[src/rtl/core/cie_pkg.sv]
package cie_pkg;

	// Item kind codes carried on the op field
	typedef enum logic [3:0] {
		OP_SINT   = 4'd0,
		OP_UINT   = 4'd1,
		OP_BSTR   = 4'd2,
		OP_TSTR   = 4'd3,
		OP_ARRAY  = 4'd4,
		OP_MAP    = 4'd5,
		OP_IARRAY = 4'd6,
		OP_IMAP   = 4'd7,
		OP_BREAK  = 4'd8,
		OP_BOOL   = 4'd9,
		OP_TAG    = 4'd10,
		OP_HALF   = 4'd11,
		OP_SINGLE = 4'd12,
		OP_DOUBLE = 4'd13,
		OP_BYTE   = 4'd14,
		OP_CLEAR  = 4'd15
	} op_t;

	// Controller states
	typedef enum logic [1:0] {
		ST_IDLE,
		ST_CHECK,
		ST_EMIT
	} state_t;

	// Controller to datapath commands
	typedef struct packed {
		logic load;
		logic clear;
		logic check;
		logic shift;
	} dp_cmd_t;

	// Datapath to controller status
	typedef struct packed {
		logic clear_op;
		logic last_byte;
	} dp_status_t;

	// Major types, placed in the top three bits of the lead byte by int_head
	localparam logic [2:0] MAJ_UINT  = 3'd0;
	localparam logic [2:0] MAJ_NINT  = 3'd1;
	localparam logic [2:0] MAJ_BSTR  = 3'd2;
	localparam logic [2:0] MAJ_TSTR  = 3'd3;
	localparam logic [2:0] MAJ_ARRAY = 3'd4;
	localparam logic [2:0] MAJ_MAP   = 3'd5;
	localparam logic [2:0] MAJ_TAG   = 3'd6;

	// Additional info for the argument sizes
	localparam logic [4:0] AI_U8  = 5'd24;
	localparam logic [4:0] AI_U16 = 5'd25;
	localparam logic [4:0] AI_U32 = 5'd26;
	localparam logic [4:0] AI_U64 = 5'd27;

	// Single-byte items and float leads
	localparam logic [7:0] LEAD_IARRAY = 8'h9f;
	localparam logic [7:0] LEAD_IMAP   = 8'hbf;
	localparam logic [7:0] LEAD_BREAK  = 8'hff;
	localparam logic [7:0] LEAD_FALSE  = 8'hf4;
	localparam logic [7:0] LEAD_TRUE   = 8'hf5;
	localparam logic [7:0] LEAD_HALF   = 8'hf9;
	localparam logic [7:0] LEAD_SINGLE = 8'hfa;
	localparam logic [7:0] LEAD_DOUBLE = 8'hfb;

	localparam logic [15:0] BUF_SIZE_RESET = 16'hffff;

	// Exponent limits for the single to half conversion
	localparam logic [7:0] EXP_ZERO_LIM = 8'd103;
	localparam logic [7:0] EXP_INF_LIM  = 8'd142;
	localparam logic [7:0] EXP_NORM_LIM = 8'd113;
	localparam logic [7:0] EXP_BIAS_ADJ = 8'd112;
	localparam logic [7:0] EXP_NAN      = 8'hff;

	// Convert float32 bits to half precision, rounding on the first dropped bit
	function automatic logic [15:0] half_from_single(input logic [31:0] f);
		logic        sgn;
		logic [7:0]  e;
		logic [10:0] m;
		logic [11:0] mm;
		logic [3:0]  sh;
		logic [15:0] r;
		logic [4:0]  he;
		sgn = f[31];
		e   = f[30:23];
		m   = f[22:12];
		mm  = {1'b1, m};
		sh  = 4'(8'd114 - e);
		he  = 5'(e - EXP_BIAS_ADJ);
		if (e < EXP_ZERO_LIM) begin
			r = {sgn, 15'd0};
		end else if (e > EXP_INF_LIM) begin
			r = {sgn, 5'h1f, 9'd0, (e == EXP_NAN) && (f[22:0] != 23'd0)};
		end else if (e < EXP_NORM_LIM) begin
			r = {sgn, 15'd0} | {4'd0, (mm >> sh) + {11'd0, mm[sh - 4'd1]}};
		end else begin
			r = {sgn, he, m[10:1]} + {15'd0, m[0]};
		end
		return r;
	endfunction

endpackage

[src/rtl/core/cbor_item_encoder.sv]
// Channel | Direction | Handshake             | Word
// input   | in        | in_valid / in_stall   | op, value
// output  | out       | out_valid / out_stall | out_byte, byte_offset, overflow, last
// config  | in        | cfg_valid / cfg_ready | cfg_data (buffer_size)
//
// An item taking n bytes (1 to 9) is taken in, passes the capacity check, then
// leaves one byte per cycle through the output register while the output is not stalled.
// An overflowing item sends one zero byte flagged overflow; a clear-position item only zeroes the write position.
// Reset zeroes the write position and sets the capacity to 65535.
// A stall on the output holds the current byte; no input is taken until the
// final byte of the current item has gone.
module cbor_item_encoder (
	input  logic        clk,
	input  logic        arst_n,
	input  logic        in_valid,
	output logic        in_stall,
	input  logic [3:0]  op,
	input  logic [63:0] value,
	output logic        out_valid,
	input  logic        out_stall,
	output logic [7:0]  out_byte,
	output logic [15:0] byte_offset,
	output logic        overflow,
	output logic        last,
	input  logic        cfg_valid,
	output logic        cfg_ready,
	input  logic [15:0] cfg_data
);
	import cie_pkg::*;

	dp_cmd_t    cmd;
	dp_status_t st;

	// Capacity writes are always taken
	assign cfg_ready = 1'b1;

	// Sequencer
	cie_ctrl u_ctrl (
		.clk       (clk),
		.arst_n    (arst_n),
		.in_valid  (in_valid),
		.in_stall  (in_stall),
		.out_valid (out_valid),
		.out_stall (out_stall),
		.st        (st),
		.cmd       (cmd)
	);

	// Encoder and byte shifter
	cie_dp u_dp (
		.clk         (clk),
		.arst_n      (arst_n),
		.op          (op),
		.value       (value),
		.cfg_valid   (cfg_valid),
		.cfg_ready   (cfg_ready),
		.cfg_data    (cfg_data),
		.cmd         (cmd),
		.st          (st),
		.out_byte    (out_byte),
		.byte_offset (byte_offset),
		.overflow    (overflow),
		.last        (last)
	);

endmodule

[src/rtl/core/cie_ctrl.sv]
module cie_ctrl (
	input  logic                  clk,
	input  logic                  arst_n,
	input  logic                  in_valid,
	output logic                  in_stall,
	output logic                  out_valid,
	input  logic                  out_stall,
	input  cie_pkg::dp_status_t   st,
	output cie_pkg::dp_cmd_t      cmd
);
	import cie_pkg::*;

	state_t state_q, state_d;

	// State register
	always_ff @(posedge clk or negedge arst_n) begin
		if (!arst_n) begin
			state_q <= ST_IDLE;
		end else begin
			state_q <= state_d;
		end
	end

	// Next state and commands
	always_comb begin
		state_d   = state_q;
		cmd       = '0;
		in_stall  = 1'b1;
		out_valid = 1'b0;
		case (state_q)
			ST_IDLE: begin
				in_stall = 1'b0;
				if (in_valid) begin
					if (st.clear_op) begin
						cmd.clear = 1'b1;
					end else begin
						cmd.load = 1'b1;
						state_d  = ST_CHECK;
					end
				end
			end
			ST_CHECK: begin
				cmd.check = 1'b1;
				state_d   = ST_EMIT;
			end
			ST_EMIT: begin
				out_valid = 1'b1;
				if (!out_stall) begin
					cmd.shift = 1'b1;
					if (st.last_byte) begin
						state_d = ST_IDLE;
					end
				end
			end
			default: begin
				state_d = ST_IDLE;
			end
		endcase
	end

endmodule

[src/rtl/core/cie_dp.sv]
module cie_dp (
	input  logic                  clk,
	input  logic                  arst_n,
	input  logic [3:0]            op,
	input  logic [63:0]           value,
	input  logic                  cfg_valid,
	input  logic                  cfg_ready,
	input  logic [15:0]           cfg_data,
	input  cie_pkg::dp_cmd_t      cmd,
	output cie_pkg::dp_status_t   st,
	output logic [7:0]            out_byte,
	output logic [15:0]           byte_offset,
	output logic                  overflow,
	output logic                  last
);
	import cie_pkg::*;

	typedef struct packed {
		logic [71:0] bytes;
		logic [3:0]  cnt;
	} enc_t;

	// Shortest-form head, bytes left aligned with the lead byte on top
	function automatic enc_t int_head(input logic [2:0] major, input logic [63:0] v);
		enc_t r;
		logic [7:0] hi;
		hi = {major, 5'd0};
		if (v < 64'd24) begin
			r.bytes = {hi | {3'd0, v[4:0]}, 64'd0};
			r.cnt   = 4'd1;
		end else if (v <= 64'hff) begin
			r.bytes = {hi | {3'd0, AI_U8}, v[7:0], 56'd0};
			r.cnt   = 4'd2;
		end else if (v <= 64'hffff) begin
			r.bytes = {hi | {3'd0, AI_U16}, v[15:0], 48'd0};
			r.cnt   = 4'd3;
		end else if (v <= 64'hffff_ffff) begin
			r.bytes = {hi | {3'd0, AI_U32}, v[31:0], 32'd0};
			r.cnt   = 4'd5;
		end else begin
			r.bytes = {hi | {3'd0, AI_U64}, v};
			r.cnt   = 4'd9;
		end
		return r;
	endfunction

	logic [71:0] buf_q;
	logic [3:0]  cnt_q;
	logic [15:0] pos_q;
	logic [15:0] bufsize_q;
	logic        ovf_q;
	enc_t        enc;
	logic        no_fit;

	// Encode the incoming word
	always_comb begin
		enc = '0;
		case (op_t'(op))
			OP_SINT: begin
				if (value[63]) begin
					enc = int_head(MAJ_NINT, ~value);
				end else begin
					enc = int_head(MAJ_UINT, value);
				end
			end
			OP_UINT:   enc = int_head(MAJ_UINT, value);
			OP_BSTR:   enc = int_head(MAJ_BSTR, value);
			OP_TSTR:   enc = int_head(MAJ_TSTR, value);
			OP_ARRAY:  enc = int_head(MAJ_ARRAY, value);
			OP_MAP:    enc = int_head(MAJ_MAP, value);
			OP_TAG:    enc = int_head(MAJ_TAG, value);
			OP_IARRAY: enc = '{bytes: {LEAD_IARRAY, 64'd0}, cnt: 4'd1};
			OP_IMAP:   enc = '{bytes: {LEAD_IMAP, 64'd0}, cnt: 4'd1};
			OP_BREAK:  enc = '{bytes: {LEAD_BREAK, 64'd0}, cnt: 4'd1};
			OP_BOOL: begin
				enc = '{bytes: {(value != 64'd0) ? LEAD_TRUE : LEAD_FALSE, 64'd0},
					cnt: 4'd1};
			end
			OP_HALF: begin
				enc = '{bytes: {LEAD_HALF, half_from_single(value[31:0]), 48'd0},
					cnt: 4'd3};
			end
			OP_SINGLE: enc = '{bytes: {LEAD_SINGLE, value[31:0], 32'd0}, cnt: 4'd5};
			OP_DOUBLE: enc = '{bytes: {LEAD_DOUBLE, value}, cnt: 4'd9};
			OP_BYTE:   enc = '{bytes: {value[7:0], 64'd0}, cnt: 4'd1};
			default:   enc = '0;
		endcase
	end

	// Fit check against the buffer capacity
	assign no_fit = ({1'b0, pos_q} + 17'(cnt_q)) >= {1'b0, bufsize_q};

	// Control registers: position, capacity, overflow flag, byte count
	always_ff @(posedge clk or negedge arst_n) begin
		if (!arst_n) begin
			pos_q     <= '0;
			bufsize_q <= BUF_SIZE_RESET;
			ovf_q     <= 1'b0;
			cnt_q     <= '0;
		end else begin
			if (cfg_valid && cfg_ready) begin
				bufsize_q <= cfg_data;
			end
			if (cmd.clear) begin
				pos_q <= '0;
			end else if (cmd.shift && !ovf_q) begin
				pos_q <= pos_q + 16'd1;
			end
			if (cmd.load) begin
				cnt_q <= enc.cnt;
			end else if (cmd.shift) begin
				cnt_q <= cnt_q - 4'd1;
			end
			if (cmd.check) begin
				ovf_q <= no_fit;
			end
		end
	end

	// Byte shifter: load the encoding, advance one byte per word taken
	always_ff @(posedge clk) begin
		if (cmd.load) begin
			buf_q <= enc.bytes;
		end else if (cmd.shift) begin
			buf_q <= {buf_q[63:0], 8'd0};
		end
	end

	assign st.clear_op  = (op_t'(op) == OP_CLEAR);
	assign st.last_byte = ovf_q || (cnt_q == 4'd1);

	assign out_byte    = ovf_q ? 8'd0 : buf_q[71:64];
	assign byte_offset = pos_q;
	assign overflow    = ovf_q;
	assign last        = st.last_byte;

endmodule
[config.mk]
export PLATFORM = sky130hd
export DESIGN_NAME = cbor_item_encoder
export DESIGN_NICKNAME = d
export VERILOG_FILES = /design/src/rtl/core/cie_pkg.sv /design/src/rtl/core/cbor_item_encoder.sv /design/src/rtl/core/cie_ctrl.sv /design/src/rtl/core/cie_dp.sv
export SDC_FILE = /design/constraint.sdc
export NUM_CORES = 1
export LEC_CHECK = 0
export ABC_CLOCK_PERIOD_IN_PS = 8590
export BUFFER_PORTS_ARGS = -buffer_cell sky130_fd_sc_hd__buf_2
export CORE_MARGIN = 2
export CORE_UTILIZATION = 35
export CTS_CLUSTER_SIZE = 8
export DETAILED_ROUTE_END_ITERATION = 8
export PLACE_DENSITY = 0.49
export SKIP_LAST_GASP = 1
export SYNTH_ARGS = -nofsm -noshare
export SYNTH_HDL_FRONTEND = slang
export SYNTH_SLANG_ARGS = --single-unit
[constraint.sdc]
create_clock -name clk -period 8.59 [get_ports clk]
set_input_delay 0.859 -clock clk [delete_from_list [all_inputs] [get_ports clk]]
set_output_delay 0.859 -clock clk [all_outputs]
set_load 0.02 [all_outputs]
# --- Word-level counts from Yosys, hierarchy flattened ---
# Cells that the tools add are included.
classes:
  add_sub_neg: 8
  order_cmp: 13
  n_eq_ne: 23
  shifts: 1
  mux: 61
  bitwise_logic: 2
  reduce_logical: 11
op_table:
  columns: ["op", "count"]
  rows:
  - ["$mux 76", 25]
  - ["$pmux 76 s15", 1]
  - ["$mux 69", 8]
  - ["$mux 72", 2]
  - ["$le 64x16->1 const B", 2]
  - ["$le 64x32->1 const B", 2]
  - ["$le 64x8->1 const B", 2]
  - ["$lt 64x5->1 const B", 2]
  - ["$mux 16", 5]
  - ["$not 64->64", 1]
  - ["$reduce_bool 64->1", 1]
  - ["$eq 4x4->1 const B", 8]
  - ["$reduce_bool 23->1", 1]
  - ["$add 16x4->17", 1]
  - ["$ge 17x16->1", 1]
  - ["$add 16x1->16", 1]
  - ["$add 16x1->16 const B", 1]
  - ["$eq 4x3->1 const B", 4]
  - ["$lt 8x7->1 const B", 2]
  - ["$or 16x12->16", 1]
  - ["$add 12x1->12", 1]
  - ["$mux 2", 6]
  - ["$shr 12x4->12", 1]
  - ["$mux 1", 9]
  - ["22 further kinds", 31]
totals:
  regBits: 111
  output_inout_bits: 29

# --- Depth between registers and ports, before layout ---
# Gate-level depths: netlist (run 1).
logic_depth:
  word_depth: 11
  ltp_mapped: 19
  mapped_depth_nobuf: 14

# --- Cells and area by module ---
# Synthesis (run 1) repeated with hierarchy kept, for this count alone.
hier_totals:
  cells_unflattened: 1217
  hier_area_um2: 10118.5
modules_own_cells:
  columns: ["module", "n_inst", "cells_each", "area_per_inst_um2", "seq_area_each_um2"]
  rows:
  - ["cie_dp", 1, 1203, 9975.8, 3108.0]
  - ["cie_ctrl", 1, 12, 131.4, 50.0]
  - ["cbor_item_encoder", 1, 2, 11.3, 0.0]

# --- Least setup slack after synthesis (run 1) ---
# No wires, ideal clock.
synth_timing:
  path_kind: "input -> register"
  start: "input port value[23]"
  end: "register u_dp.buf_q[52], data pin"
  setup_ns: 0.261
  arrival_ns: 4.192
  t_required_ns: 8.329
  setup_slack_ns: 4.138
  stages: 17
  path_buffers: 5
  path_cell_list: "buf_2 -> inv_1 -> clkbuf_1 -> ha_1 -> buf_2 -> buf_2 -> buf_1 -> nand3_1 -> xnor2_1 -> a2111oi_0 -> a21o_1 -> ha_1 -> ha_1 -> nand2_1 -> o221ai_1 -> a311oi_1 -> o32a_1"
synth_via:
  elab_chain_len: 11
  word_cells_on_any_way: 57
synth_lines:
  columns: ["item", "line_no", "source"]
  rows:
  - ["start: declaration", "cbor_item_encoder.sv:18", "input logic [63:0] value,"]
  - ["$sub 2x4->4", "cie_pkg.sv:91", "sh = 4'(8'd114 - e);"]
  - ["$sub 4x1->4", "cie_pkg.sv:98", "r = {sgn, 15'd0} | {4'd0, (mm >> sh) + {11'd0, mm[sh - 4'd1]}};"]
  - ["$bmux 1 s4", "cie_pkg.sv:98", null]
  - ["$mux 1 (implied by the code)", "cie_pkg.sv:98", null]
  - ["$add 12x1->12", "cie_pkg.sv:98", null]
  - ["$or 16x12->16", "cie_pkg.sv:98", null]
  - ["$mux 16", "cie_pkg.sv:97", "end else if (e < EXP_NORM_LIM) begin"]
  - ["$mux 16", "cie_pkg.sv:95", "end else if (e > EXP_INF_LIM) begin"]
  - ["$mux 16", "cie_pkg.sv:93", "if (e < EXP_ZERO_LIM) begin"]
  - ["$pmux 76 s15 (*)", "cie_dp.sv:58", "case (op_t'(op))"]
  - ["$mux 72 (*)", "cie_dp.sv:122", "if (cmd.load) begin"]
  - ["end signal: assignment", "cie_dp.sv:123", "buf_q <= enc.bytes;"]
  - ["end signal: assignment", "cie_dp.sv:125", "buf_q <= {buf_q[63:0], 8'd0};"]
  - ["end: declaration", "cie_dp.sv:47", "logic [71:0] buf_q;"]
# Mark *: on every way between the ends. The rest lies on a longest branch, timed or not. The select of a mux whose other input is x is not followed.
# A chain may end at the register's enable or synchronous reset.

# --- Final worst setup path (run 1) ---
# Ends and elaborated chain as after synthesis.

==> load_flow_metrics.sql, run 1 <==
INSERT INTO impl_metrics (metric_group, metric, value, unit) VALUES
('sta', 'period_needed', '4.74', 'ns'),
('grt', 'grt_first_pass_wirelength', '57900', 'um'),
('clock_tree', 'tritoncts', 'built', ''),
('sta', 'worst_slew_pin_slew', '1.14', 'ns'),
('sta', 'finalCritPeriodShare', '0.552', ''),
('critical_path', 'end_kind', 'flop', ''),
('floorplanning', 'core', '27600', 'um2'),
('min_path', 'holdCritStartpoint', 'u_dp.bufsize_q[11]', ''),
('yosys', 'yosysUniqueCellTypes', '90', ''),
('routing', 'final_antenna_net_count', '0', ''),
('yosys', 'synth-warning-count', '0', ''),
('floorplanning', 'initial_core_util', '0.353', ''),
('final_layout', 'layout-drive-gt1-share', '0.162', ''),
('floorplanning', 'die_h', '171', 'um'),
('clock_tree', 'cts_hold_repair.buffers', '0', ''),
('critical_path', 'maximum_fanout_along_the_worst_path', '25', ''),
('critical_path', 'crit_type', 'in2reg', ''),
('floorplanning', 'die_area', '29200', 'um2'),
('critical_path', 'critical_path.reg2reg.endpoint', 'u_dp.overflow', ''),
('grt', 'grt.overflow.total', '0', ''),
('place', 'dp_slack', '3.56', 'ns'),
('sta', 'drv_slew', '0', ''),
('sta', 'unrepaired_setup_endpoints_after_global_routing', 'false', ''),
('clock_tree', 'cts.htree.levels', '3', ''),
('routing', 'dr_total_vias', '9772', ''),
('sta', 'report.final.setup_viol', '0', ''),
('pwr', 'ir_worst_vdd', '0.131', 'mV'),
('sta', 'setup_total_negative_slack', '0', 'ns'),
('sta', 'max-slew-margin-rel', '0.239', ''),
('floorplanning', 'io_pins', '118', ''),
('sta', 'worst_slack', '3.85', 'ns'),
('clock_tree', 'tritoncts.num_buffers', '9', ''),
('critical_path', 'r2r_cells', '14', ''),
('yosys', 'synthesis.area_per_instance', '8.31', 'um2'),
('grt', 'global_route.usage.total', '0.268', ''),
('run', 'cap_violations', '0', ''),
('final_layout', 'net_count_of_the_finished_layout', '1336', ''),
('floorplanning', 'floorplan.rows', '61', ''),
('yosys', 'synth_nets', '1296', ''),
('routing', 'dr.pass1.iters', '6', ''),
('sta', 'highest_clock_rate', '0.211', 'GHz'),
('clock_tree', 'clock_tree.buffer_depth', '2', ''),
('clock_tree', 'cts_root_buffer', 'sky130_fd_sc_hd__clkbuf_16', ''),
('place', 'finalWeightedCongestion', '1.01', ''),
('grt', 'first_global_vias', '9061', ''),
('floorplanning', 'die-width', '171', 'um'),
('routing', 'avg_vias_per_cell', '6.13', ''),
('final_layout', 'layout_commonest_cell', 'sky130_fd_sc_hd__nand2_1', ''),
('routing', 'wl_per_cell', '24.6', 'um'),
('clock_tree', 'cts_resized', '0', ''),
('run_status', 'outcome', 'completed', ''),
('critical_path', 'critical_path.startpoint_type', 'primary input', ''),
('clock_tree', 'worst_setup_hold_path_clk_slew', '0.09', 'ns'),
('final_layout', 'multi_input_area', '6030', 'um2'),
('clock_tree', 'post_cts_buffers', '0', ''),
('routing', 'drc', '0', ''),
('critical_path', 'cp_data_required_time', '8.72', 'ns'),
('yosys', 'ys_ff_latch', '111', ''),
('yosys', 'synthesis.instances', '1172', ''),
('yosys', 'synthArstFlopShare', '0.351', ''),
('routing', 'dr.first_iter.drc_count', '1255', ''),
('yosys', 'synth_enable_flop_cells', '72', ''),
('min_path', 'timing.hold.worst.class', 'reg2reg', ''),
('place', 'port_buffers', '116', ''),
('final_layout', 'most-common-layout-cells', '137 x sky130_fd_sc_hd__nand2_1, 118 x sky130_fd_sc_hd__o21ai_0, 116 x sky130_fd_sc_hd__buf_2', ''),
('clock_tree', 'clk_latency', '0.37', 'ns'),
('critical_path', 'critical_path.reg2reg.startpoint', 'u_dp.byte_offset[0]', ''),
('min_path', 'min_delay_path_depth', '2', ''),
('sta', 'final_hold_viol_count', '0', ''),
('final_layout', 'seqCellArea', '3160', 'um2'),
('final_layout', 'final.fill_count', '2848', '');
[how the worst max path moves through the flow]
stage | startpoint | endpoint | slack, ns
2_1_floorplan | value[23] | u_dp.buf_q[52] | 4.14
3_5_place_dp | value[23] | u_dp.buf_q[52] | 3.56
6_report | value[23] | u_dp.buf_q[52] | 3.85
5_1_grt | value[23] | u_dp.buf_q[52] | 3.53
3_3_place_gp | value[23] | u_dp.buf_q[52] | 3.64
4_1_cts | value[23] | u_dp.buf_q[52] | 3.94
[final cells by class]
class / count / area share
multi-input combinational: 919 / 0.560
timing repair buffer: 121 / 0.0574
sequential: 111 / 0.293
inverter: 50 / 0.0174
tap: 378 / 0.0439
clock inverter: 7 / 0.00697
clock buffer: 9 / 0.0209
[kinds of logic after synthesis]
kind of cell	synth area share
AO/OA/AOI/OAI	0.254
XOR/XNOR	0.0447
adder cells (fa/ha/maj)	0.0458
buffers and inverters	0.0601
flip-flops	0.324
multiplexers	0.0662
other	0.000385
AND/OR/NAND/NOR	0.204
[Yosys cell counts, drive strengths merged, types with 5 or more instances]
| cell | instances | area share |
|---|---|---|
| o211ai | 10 | 0.0082 |
| nor4 | 20 | 0.019 |
| and2 | 7 | 0.0046 |
| o21a | 10 | 0.0077 |
| a21boi | 9 | 0.0069 |
| nor2 | 93 | 0.036 |
| nor3 | 27 | 0.014 |
| and4 | 7 | 0.0066 |
| nand4 | 28 | 0.019 |
| clkbuf | 71 | 0.027 |
| o22ai | 10 | 0.0064 |
| a221oi | 12 | 0.011 |
| inv | 50 | 0.019 |
| o221ai | 6 | 0.0054 |
| a31oi | 11 | 0.0071 |
| mux4 | 5 | 0.012 |
| mux2i | 44 | 0.047 |
| a22oi | 6 | 0.0046 |
| nand3 | 23 | 0.012 |
| nand2 | 138 | 0.053 |
| xnor2 | 26 | 0.024 |
| or3 | 11 | 0.0071 |
| o31ai | 6 | 0.0046 |
| dfstp | 16 | 0.043 |
| a21o | 13 | 0.010 |
| buf | 21 | 0.013 |
| nor2b | 14 | 0.0090 |
| o41ai | 5 | 0.0045 |
| a211oi | 13 | 0.010 |
| a222oi | 17 | 0.017 |
| nor3b | 6 | 0.0046 |
| and3 | 10 | 0.0064 |
| o21ai | 135 | 0.072 |
| ha | 34 | 0.044 |
| dfrtp | 23 | 0.059 |
| mux2 | 7 | 0.0081 |
| xor2 | 22 | 0.021 |
| a21oi | 70 | 0.036 |
| edfxtp | 72 | 0.22 |
[critical path: stages]
cell,delay [ns]
sky130_fd_sc_hd__buf_2,0.37
sky130_fd_sc_hd__inv_1,0.35
sky130_fd_sc_hd__ha_1,1.03
sky130_fd_sc_hd__nand3_1,0.20
sky130_fd_sc_hd__xnor2_1,0.21
sky130_fd_sc_hd__a2111oi_0,0.42
sky130_fd_sc_hd__a21o_1,0.16
sky130_fd_sc_hd__ha_1,0.20
sky130_fd_sc_hd__ha_1,0.22
sky130_fd_sc_hd__nand2_1,0.16
sky130_fd_sc_hd__o221ai_1,0.22
sky130_fd_sc_hd__a311oi_1,0.13
sky130_fd_sc_hd__o32a_1,0.33
[power breakdown]
part	switching [uW]	total, uW	internal, uW
sequential	98.6	913	814
combinational	595	916	321
clock	237	446	209
total	931	2280	1340
[layer usage]
metal,routed length [um],share of wire,vias to the layer above,track usage
li1,-,-,4471,-
met1,17200,0.44,4617,0.378
met2,16800,0.43,580,0.403
met3,3690,0.094,104,0.0553
met4,1650,0.042,0,0.101
met5,0,0,-,0
[metrics by stage]
| stage | hold slack, ns | instance area, um2 | utilization | instances | power [uW] |
|---|---|---|---|---|---|
| global route | 0.540 | 10800 | 0.391 | 1595 | 2420 |
| CTS | 0.517 | 10800 | 0.391 | 1595 | 2290 |
| finish | 0.519 | 10800 | 0.391 | 1595 | 2280 |
| detailed placement | 0.503 | 10500 | 0.380 | 1579 | 1840 |
| global placement | 0.503 | 10500 | 0.380 | 1579 | 1830 |
| floorplan | 0.480 | 9740 | - | 1172 | 1520 |
[state kept, by name, indices dropped and copies added, names as in the netlist]
name	flops
u_dp.bufsize_q	16
u_ctrl.state_q	2
u_dp.overflow	1
u_dp.buf_q	72
u_dp.cnt_q	4
u_dp.byte_offset	16
Power figures use the tool's default switching activity.
==> run 2: changes to the inputs <==
--- a/config.mk
+++ b/config.mk
@@ -5,7 +5,7 @@
 export SDC_FILE = /design/constraint.sdc
 export NUM_CORES = 1
 export LEC_CHECK = 0
-export ABC_CLOCK_PERIOD_IN_PS = 8590
+export ABC_CLOCK_PERIOD_IN_PS = 4500
 export BUFFER_PORTS_ARGS = -buffer_cell sky130_fd_sc_hd__buf_2
 export CORE_MARGIN = 2
 export CORE_UTILIZATION = 35
==> constraint.sdc (replaced) <==
create_clock -name clk -period 4.5 [get_ports clk]
set_input_delay 0.45 -clock clk [delete_from_list [all_inputs] [get_ports clk]]
set_output_delay 0.45 -clock clk [all_outputs]
set_load 0.02 [all_outputs]
==> load_flow_metrics.sql, run 2 (synthesis results as in run 1) <==
INSERT INTO impl_metrics (metric_group, metric, value, unit) VALUES
('critical_path', 'worst_path_most_repeated_cell', 'sky130_fd_sc_hd__ha_1', ''),
('routing', 'avg_vias_per_cell', '6.13', ''),
('critical_path', 'critical-path-slowest-cell', 'sky130_fd_sc_hd__dfrtp_1', ''),
('final_layout', 'largest_reg_flops', '72', ''),
('clock_tree', 'tritoncts', 'built', ''),
('place', 'hpwl', '29700', 'um'),
('min_path', 'timing.hold.worst.class', 'in2async', ''),
('grt', 'grt.overflow.total', '0', ''),
('critical_path', 'end_kind', 'flop', ''),
('routing', 'dr_total_vias', '9898', ''),
('final_layout', 'layout-drive-gt1-share', '0.176', ''),
('critical_path', 'critical_path.startpoint_type', 'flop', ''),
('pwr', 'p_leak', '0.00431', 'uW'),
('floorplanning', 'initial_core_util', '0.353', ''),
('grt', 'largest_net_degree_at_the_start_of_global_routing', '60', ''),
('clock_tree', 'clk_latency', '0.37', 'ns'),
('place', 'placed_cell_area', '10600', 'um2'),
('routing', 'dr.first_iter.drc_count', '1510', ''),
('clock_tree', 'post_cts_buffers', '0', ''),
('final_layout', 'layout_commonest_cell', 'sky130_fd_sc_hd__nand2_1', ''),
('final_layout', 'areaGrowthSynthToFinish', '12.5', '%'),
('critical_path', 'worst_path_dominant_cell_family', 'compound AO/OA/AOI/OAI gates', ''),
('sta', 'period_needed', '3.56', 'ns'),
('sta', 'worst_slew_pin_slew', '1.13', 'ns'),
('floorplanning', 'die_area', '29200', 'um2'),
('clock_tree', 'worst_setup_hold_path_clk_slew', '0.09', 'ns'),
('run_status', 'outcome', 'completed', ''),
('final_layout', 'num_antenna_cells', '0', ''),
('grt', 'grt_use_met3', '0.0407', ''),
('critical_path', 'path_buf_inv', '0', ''),
('routing', 'drt_wl_total', '39900', 'um'),
('sta', 'finalCritPeriodShare', '0.790', ''),
('floorplanning', 'io_pins', '118', ''),
('run', 'cap_violations', '0', ''),
('sta', 'unrepaired_setup_endpoints_after_global_routing', 'false', ''),
('routing', 'final_antenna_net_count', '0', ''),
('clock_tree', 'cts_hold_repair.buffers', '0', ''),
('clock_tree', 'cts.htree.levels', '3', ''),
('final_layout', 'stdcell_area', '10900', 'um2'),
('grt', 'gr-max-usage-layer', 'met2', ''),
('floorplanning', 'die_h', '171', 'um'),
('sta', 'max-slew-margin-rel', '0.249', ''),
('sta', 'highest_clock_rate', '0.281', 'GHz'),
('sta', 'final_hold_viol_count', '0', ''),
('routing', 'drc', '0', ''),
('grt', 'grt_first_pass_wirelength', '59100', 'um'),
('grt', 'global_route.usage.total', '0.272', ''),
('grt', 'antenna_found_initial', '0', ''),
('critical_path', 'worstPathCellList', 'ha_1 -> fa_1 -> a21o_1 -> a21oi_1 -> or2_2 -> nor2_1 -> xor2_1 -> ha_1 -> and4_1 -> nand3_1 -> o41ai_1 -> a41oi_1 -> a22o_1 -> a31oi_1', ''),
('sta', 'report.final.setup_viol', '0', ''),
('sta', 'setup_total_negative_slack', '0', 'ns'),
('clock_tree', 'cts_resized', '0', ''),
('pwr', 'ir_worst_vdd', '0.243', 'mV'),
('clock_tree', 'cts_root_buffer', 'sky130_fd_sc_hd__clkbuf_16', ''),
('pwr', 'power.density_cell_area', '401', 'nW/um2'),
('floorplanning', 'die-width', '171', 'um'),
('grt', 'globalRouteMet2Util', '0.409', ''),
('place', 'finalWeightedCongestion', '1.04', ''),
('clock_tree', 'clkSinkCount', '111', ''),
('final_layout', 'most-common-layout-cells', '137 x sky130_fd_sc_hd__nand2_1, 118 x sky130_fd_sc_hd__o21ai_0, 116 x sky130_fd_sc_hd__buf_2', ''),
('clock_tree', 'tritoncts.num_buffers', '9', ''),
('grt', 'first_global_vias', '9109', ''),
('final_layout', 'net_count_of_the_finished_layout', '1357', ''),
('critical_path', 'cp_data_required_time', '4.79', 'ns'),
('grt', 'grt_util_met1', '0.394', ''),
('clock_tree', 'clock_tree.buffer_depth', '2', ''),
('critical_path', 'maximum_fanout_along_the_worst_path', '6', ''),
('routing', 'wl_per_cell', '24.7', 'um'),
('sta', 'clock_skew', '0.0122', 'ns'),
('floorplanning', 'core', '27600', 'um2'),
('place', 'port_buffers', '116', ''),
('sta', 'drv_slew', '0', ''),
('final_layout', 'biggest_register', 'u_dp.buf_q', ''),
('critical_path', 'worst_ep_arrival_time', '3.85', 'ns'),
('critical_path', 'cpPeakStageDelay', '0.47', 'ns'),
('critical_path', 'crit_type', 'reg2reg', ''),
('routing', 'dr.pass1.iters', '6', ''),
('floorplanning', 'floorplan.rows', '61', '');
## run 2: cell count changes in the layout (fill, tap and decap cells not counted)
cell	delta
sky130_fd_sc_hd__buf_12	+1
sky130_fd_sc_hd__buf_4	+20
sky130_fd_sc_hd__clkbuf_16	+1
sky130_fd_sc_hd__clkbuf_8	+1
sky130_fd_sc_hd__clkinv_2	-1
sky130_fd_sc_hd__clkinv_4	-1
sky130_fd_sc_hd__inv_12	-1
sky130_fd_sc_hd__inv_4	+1
## run 2: area by class of cell
cell class	instances	area, um2
sequential	111	3160
tap	378	473
multi-input combinational	919	6030
clock inverter	5	51.3
fill	2866	16600
timing repair buffer	142	788
inverter	50	188
clock buffer	11	264
## run 2: final timing paths
path	start	endpoint	slack, ns	cells past startpoint
worst min-delay path	arst_n	u_dp.overflow	0.20	1
worst max-delay path	u_dp.byte_offset[0]	u_dp.overflow	0.94	14
min in group clk	cfg_data[6]	u_dp.bufsize_q[6]	0.29	3
worst min register to register	u_dp.bufsize_q[4]	u_dp.bufsize_q[4]	0.51	2
worst max register to register	u_dp.byte_offset[0]	u_dp.overflow	0.94	14
max in group asynchronous	arst_n	u_dp.byte_offset[5]	3.76	1
## run 2: metal layers
| layer | wire length [um] | up-vias |
|---|---|---|
| met1 | 17800 | 4753 |
| li1 | - | 4500 |
| met3 | 3360 | 93 |
| met2 | 17100 | 552 |
| met5 | 0 | - |
| met4 | 1580 | 0 |
## run 2: report_power, final
group / leakage, uW / switching, uW / internal, uW
combinational: 0.00299 / 1140 / 640
clock: 0.000157 / 444 / 440
sequential: 0.00116 / 184 / 1550
total: 0.00431 / 1760 / 2630
## run 2: worst register-to-register path: stages (launching register included)
cell                      delay, ns
sky130_fd_sc_hd__dfrtp_1       0.47
sky130_fd_sc_hd__ha_1          0.26
sky130_fd_sc_hd__fa_1          0.40
sky130_fd_sc_hd__a21o_1        0.17
sky130_fd_sc_hd__a21oi_1       0.28
sky130_fd_sc_hd__or2_2         0.20
sky130_fd_sc_hd__nor2_1        0.05
sky130_fd_sc_hd__xor2_1        0.15
sky130_fd_sc_hd__ha_1          0.32
sky130_fd_sc_hd__and4_1        0.17
sky130_fd_sc_hd__nand3_1       0.08
sky130_fd_sc_hd__o41ai_1       0.39
sky130_fd_sc_hd__a41oi_1       0.13
sky130_fd_sc_hd__a22o_1        0.24
sky130_fd_sc_hd__a31oi_1       0.15
## run 2: per-stage QoR
step / hold slack, ns / util / setup slack [ns] / power (uW) / cells
final: 0.201 / 0.397 / 0.943 / 4390 / 1616
after global routing: 0.260 / 0.397 / 0.645 / 4670 / 1616
after CTS: 0.236 / 0.397 / 0.916 / 4410 / 1616
after detailed placement: 0.498 / 0.386 / 0.651 / 3530 / 1600
after global placement: 0.501 / 0.386 / 0.690 / 3520 / 1600
after floorplan: 0.154 / - / 0.457 / 2900 / 1172
